$ cat src/rtl/separable_gaussian_blur_5x5_assert.svh
`ifndef SEPARABLE_GAUSSIAN_BLUR_5X5_ASSERT_SVH
`define SEPARABLE_GAUSSIAN_BLUR_5X5_ASSERT_SVH

// Same-cycle implication, checked at every rising edge outside reset.
`define SGB_ASSERT_NOW(name, clk, rst_n, ante, cons, msg) \
    name: assert property (@(posedge clk) disable iff (!rst_n) (ante) |-> (cons)) \
        else $error(msg);

// Next-cycle implication, checked at every rising edge outside reset.
`define SGB_ASSERT_NEXT(name, clk, rst_n, ante, cons, msg) \
    name: assert property (@(posedge clk) disable iff (!rst_n) (ante) |=> (cons)) \
        else $error(msg);

`endif

$ cat src/rtl/sgb_pkg.sv
`default_nettype none

package sgb_pkg;

    localparam int unsigned PIX_W          = 16;
    localparam int unsigned COEF_W         = 8;
    localparam int unsigned DIM_W          = 12;
    localparam int unsigned OUT_COORD_W    = 11;
    localparam int unsigned NUM_LINES      = 4;
    localparam int unsigned LINE_SEL_W     = 2;
    localparam int unsigned NUM_TAPS       = 5;
    localparam int unsigned TAP_SPAN       = 4;
    localparam int unsigned CENTER_OFS     = 2;
    localparam int unsigned MIN_DIM        = 5;
    localparam int unsigned DEF_MAX_WIDTH  = 2048;
    localparam int unsigned DEF_MAX_HEIGHT = 2048;

    localparam logic [COEF_W-1:0] RST_COEF_OUTER  = 8'd1;
    localparam logic [COEF_W-1:0] RST_COEF_INNER  = 8'd4;
    localparam logic [COEF_W-1:0] RST_COEF_CENTER = 8'd7;
    localparam logic [DIM_W-1:0]  RST_FRAME_DIM   = 12'd2048;

    // Filter datapath widths: pre-add, product, accumulated sum.
    localparam int unsigned PSUM_W = PIX_W + 1;
    localparam int unsigned PROD_W = PSUM_W + COEF_W;
    localparam int unsigned SUM_W  = PROD_W + 2;

    // Division by 17 as multiplication by ceil(2^32 / 17), exact for sums below 2^27.
    localparam int unsigned              RECIP_W     = 28;
    localparam int unsigned              RECIP_SHIFT = 32;
    localparam int unsigned              SCALED_W    = SUM_W + RECIP_W;
    localparam logic [RECIP_W-1:0]       RECIP_MUL   = 28'd252645136;

    // Register stages inside one filter unit.
    localparam int unsigned TAP_LAT = 4;

    localparam int unsigned APB_ADDR_W = 5;
    localparam int unsigned APB_DATA_W = 32;
    localparam int unsigned REG_IDX_W  = 3;

    typedef enum logic [REG_IDX_W-1:0] {
        REG_COEF_OUTER  = 3'd0,
        REG_COEF_INNER  = 3'd1,
        REG_COEF_CENTER = 3'd2,
        REG_FRAME_WIDTH = 3'd3,
        REG_FRAME_HEIGHT = 3'd4
    } t_reg_idx;

    typedef struct packed {
        logic [PIX_W-1:0]       blurred;
        logic [OUT_COORD_W-1:0] row;
        logic [OUT_COORD_W-1:0] col;
        logic                   last;
    } t_result;

endpackage

`default_nettype wire

$ cat src/rtl/sgb_tap5.sv
`default_nettype none

module sgb_tap5 (
    input  logic                                          i_clk,
    input  logic                                          i_en,
    input  logic [sgb_pkg::NUM_TAPS-1:0][sgb_pkg::PIX_W-1:0] i_taps,
    input  logic [sgb_pkg::COEF_W-1:0]                    i_coef_outer,
    input  logic [sgb_pkg::COEF_W-1:0]                    i_coef_inner,
    input  logic [sgb_pkg::COEF_W-1:0]                    i_coef_center,
    output logic [sgb_pkg::PIX_W-1:0]                     o_result
);
    import sgb_pkg::*;

    logic [PSUM_W-1:0]   r_outer_sum;
    logic [PSUM_W-1:0]   r_inner_sum;
    logic [PIX_W-1:0]    r_center;
    logic [PROD_W-1:0]   r_prod_outer;
    logic [PROD_W-1:0]   r_prod_inner;
    logic [PROD_W-1:0]   r_prod_center;
    logic [SUM_W-1:0]    r_sum;
    logic [SCALED_W-1:0] r_scaled;

    always_ff @(posedge i_clk) begin
        if (i_en) begin
            r_outer_sum   <= PSUM_W'(i_taps[0]) + PSUM_W'(i_taps[4]);
            r_inner_sum   <= PSUM_W'(i_taps[1]) + PSUM_W'(i_taps[3]);
            r_center      <= i_taps[2];
            r_prod_outer  <= PROD_W'(r_outer_sum) * PROD_W'(i_coef_outer);
            r_prod_inner  <= PROD_W'(r_inner_sum) * PROD_W'(i_coef_inner);
            r_prod_center <= PROD_W'(r_center) * PROD_W'(i_coef_center);
            r_sum         <= SUM_W'(r_prod_outer) + SUM_W'(r_prod_inner)
                             + SUM_W'(r_prod_center);
            r_scaled      <= SCALED_W'(r_sum) * SCALED_W'(RECIP_MUL);
        end
    end

    assign o_result = r_scaled[RECIP_SHIFT +: PIX_W];

endmodule

`default_nettype wire

$ cat config.mk
export PLATFORM = sky130hd
export DESIGN_NAME = sgb_tap5
export DESIGN_NICKNAME = d
export VERILOG_FILES = /design/src/rtl/separable_gaussian_blur_5x5_assert.svh /design/src/rtl/sgb_pkg.sv /design/src/rtl/sgb_tap5.sv
export SDC_FILE = /design/constraint.sdc
export NUM_CORES = 2
export LEC_CHECK = 0
export ABC_AREA = 1
export CORE_MARGIN = 4
export CORE_UTILIZATION = 40
export DETAILED_ROUTE_END_ITERATION = 8
export DONT_BUFFER_PORTS = 1
export HOLD_SLACK_MARGIN = 0.06
export SLEW_MARGIN = 20
export SYNTH_ARGS = -nofsm -noshare
export SYNTH_HDL_FRONTEND = slang
export SYNTH_SLANG_ARGS = --single-unit
$ cat constraint.sdc
create_clock -name i_clk -period 9.9 [get_ports i_clk]
set_clock_uncertainty 0.2 [all_clocks]
set_input_delay 1.98 -clock i_clk [delete_from_list [all_inputs] [get_ports i_clk]]
set_output_delay 1.98 -clock i_clk [all_outputs]
set_load 0.02 [all_outputs]
==> run_results.csv <==
group,metric,value,unit
sta,setup_viol,0,
clock_tree,cts_buffer_depth,2,
clock_tree,cts_hold_buf,0,
global_routing,antenna_found_initial,0,
global_routing,overflow,0,
placement,numPortBuffers,0,
cells_and_area,register_area,5010,um2
detailed_routing,vias,22400,
synth,yosys.area.top_type,"fa_1",
detailed_routing,dr.pass1.iters,7,
clock_tree,clk_pin_slew,0.08,ns
global_routing,grt_max_degree,168,
detailed_routing,via_per_inst,4.83,
global_routing,first_global_vias,24000,
critical_path,cpMostUsedCell,"fa_1",
placement,post-dp-hpwl,63.2,mm
hold_path,holdPathEnd,"r_prod_inner[0]",
detailed_routing,ant_nets,0,
critical_path,cp-end-kind,"flip-flop",
critical_path,cp_max_fo,6,
sta,min_period,6.42,ns
die,core_area,78000,um2
clock_tree,cts_resized,0,
synth,yosys_most_used_dff,"edfxtp_1",
synth,ys_warn_count,0,
sta,min_period_over_period,64.8,%
critical_path,worstPathRequired,9.94,ns
global_routing,grt_usage,18.7,%
synth,netlist_top_cells_area,"fa_1 33%, ha_1 16%, edfxtp_1 16%",
critical_path,arrival,6.46,ns
critical_path,r2r_slack,3.48,ns
synth,synthCells,3664,
critical_path,crit_family,"adder cells",
cells_and_area,fin_cells,4638,
job,cap_violations,0,
critical_path,r2r_end,"r_scaled[45]",
hold_path,hold_path_depth,2,
detailed_routing,drt_iter0_markers,1338,
critical_path,cp-start-kind,"flip-flop",
clock_tree,tritoncts,"built",
clock_tree,cts_inserted_buffers,17,
detailed_routing,post_drt_wl_per_cell,15.9,um
sta,tightest_slew,0.620,ns
cells_and_area,area_growth,4.85,%
die,dieArea,83800,um2
placement,place.detailed.instances,4606,
critical_path,crit_path_top_delay_cell,"fa_1",
clock_tree,cts-root-buf,"clkbuf_16",
critical_path,rr_worst_depth,21,
cells_and_area,drive_gt1_share,2.06,%
critical_path,cp_num_buf_inv,6,
critical_path,r2r_start,"r_sum[9]",
detailed_routing,drcViolationCount,0,
cells_and_area,antennaDiodeCount,0,
hold_path,hold_path.class,"flip-flop to flip-flop",
die,die_x,290,um
critical_path,path_cells,"inv_1 > fa_1 > inv_1 > fa_1 > fa_1 > inv_1 > fa_1 > fa_1 > inv_1 > fa_1 > inv_1 > fa_1 > inv_1 > ha_1 > nand2_1 > nor2_2 > nand2_1 > nor2_1 > nand4_1 > nand3_1 > xor2_1",
hold_path,hold_path_startpoint,"r_inner_sum[0]",
sta,slew_headroom,58.7,%
cells_and_area,multi_input_area,22900,um2
critical_path,critPathKind,"flip-flop to flip-flop",
die,initial_core_util,40.7,%
die,rows,102,
sta,rsz0062_at_grt,"no",
synth,async_reset_ff_share,0,%
clock_tree,clock-sinks,167,
status,status,"finished, final reports clean",
clock_tree,clk_latency,0.50,ns
synth,syn-num-nets,4696,
die,num_io_pins,122,
sta,slew_violations,0,
cells_and_area,utilization,42.6,%
synth,synth_seq_cells,167,
synth,synth_area_per_cell,8.65,um2
placement,gp_congestion,0.904,
global_routing,grt_pass1_wl,124,mm
synth,ys_seq_area_share,15.8,%
sta,finalHoldViolCount,0,
synth,synth-edff-count,167,
synth,ys_types,43,
synth,yosysTopAreaCellShare,32.5,%
die,die_height,290,um
synth,synth_area,31700,um2
cells_and_area,fillers,7732,
sta,fmax,0.156,GHz
clock_tree,cts_setup_buffers,0,
clock_tree,htree_levels,4,
detailed_routing,wirelength,73.6,mm
critical_path,max_stage_delay,0.54,ns
sta,fin_setup_tns,0,ns
cells_and_area,nNetsFinal,4617,
==> area by class of cell <==
class,count,share of cell area [%]
clock inverter,15,0.534
tap,1040,3.91
multi-input combinational,2477,68.8
sequential,167,15.1
inverter,922,10.4
clock buffer,17,1.28
==> metal layers <==
metal  global-route usage (%)  vias up  part of all wire, %
met5                        0        -                    0
met4                     3.61        0                  1.1
met3                     2.15       48                  3.5
met2                     32.9      414                   50
met1                     25.0    11000                   45
li1                         -    11000                    -
==> flip-flops by register name (all words and copies together), names as in the netlist <==
signal / cells
r_center: 16
r_inner_sum: 17
r_outer_sum: 17
r_prod_center: 24
r_prod_inner: 25
r_prod_outer: 25
r_scaled: 16
r_sum: 27
==> Yosys cell counts, drive strengths merged, types with 4 or more instances <==
cell	instances
edfxtp	167
a31oi	10
nand2	788
xor2	76
o21bai	26
nor3	26
a21o	30
nand4	23
nor4	8
a21boi	8
fa	515
xnor2	35
nand3b	4
inv	921
o211ai	8
a21oi	155
nand3	103
ha	411
clkbuf	96
nor2	164
o21ai	71
o21a	6
==> cell usage in the layout (no fill, tap or decap), types with 10 or more instances in the layout <==
master	instances
a21o_1	30
a21oi_1	152
a31oi_1	10
clkbuf_16	17
edfxtp_1	167
fa_1	515
ha_1	411
inv_1	915
nand2_1	787
nand3_1	103
nand4_1	23
nor2_1	157
nor3_1	21
o21ai_0	48
o21ai_1	16
o21bai_1	25
xnor2_1	35
xor2_1	76
==> cells by family (layout without fill, tap and decap cells) <==
family	after synthesis	count (layout)	synth area share, %
AND/OR/NAND/NOR	1121	1121	14.4
flip-flops	167	167	15.8
buffers and inverters	1020	954	12.1
adder cells (fa/ha/maj)	926	926	48.7
AO/OA/AOI/OAI	319	319	5.93
XOR/XNOR	111	111	3.07
==> metrics by stage <==
| step | hold WS, ns | setup slack [ns] | cell area (um2) |
|---|---|---|---|
| floorplan | 0.480 | 3.60 | 31700 |
| global placement | 0.538 | 3.53 | 32600 |
| detailed placement | 0.549 | 3.47 | 32600 |
| CTS | 0.569 | 3.46 | 33200 |
| global route | 0.616 | 3.06 | 33200 |
| finish | 0.568 | 3.48 | 33200 |
==> worst max-delay path by stage <==
stage	startpoint	endpoint	slack [ns]	depth (start not counted)
after floorplan	i_coef_inner[2]	r_prod_inner[16]	3.60	20
after global placement	r_sum[11]	r_scaled[45]	3.53	21
after detailed placement	r_sum[11]	r_scaled[45]	3.47	21
after CTS	r_sum[11]	r_scaled[45]	3.46	21
after global routing	r_sum[9]	r_scaled[47]	3.06	21
final	r_sum[9]	r_scaled[45]	3.48	21
==> worst min-delay path: cells and delay by family, from the launching register on <==
family,cells,cell delay (ns)
flops,1,0.54
simple gates,1,0.08
buf+inv,1,0.04
Power is not shown: default switching activity piles up to over one toggle a cycle in this logic, so the estimate is an artifact.
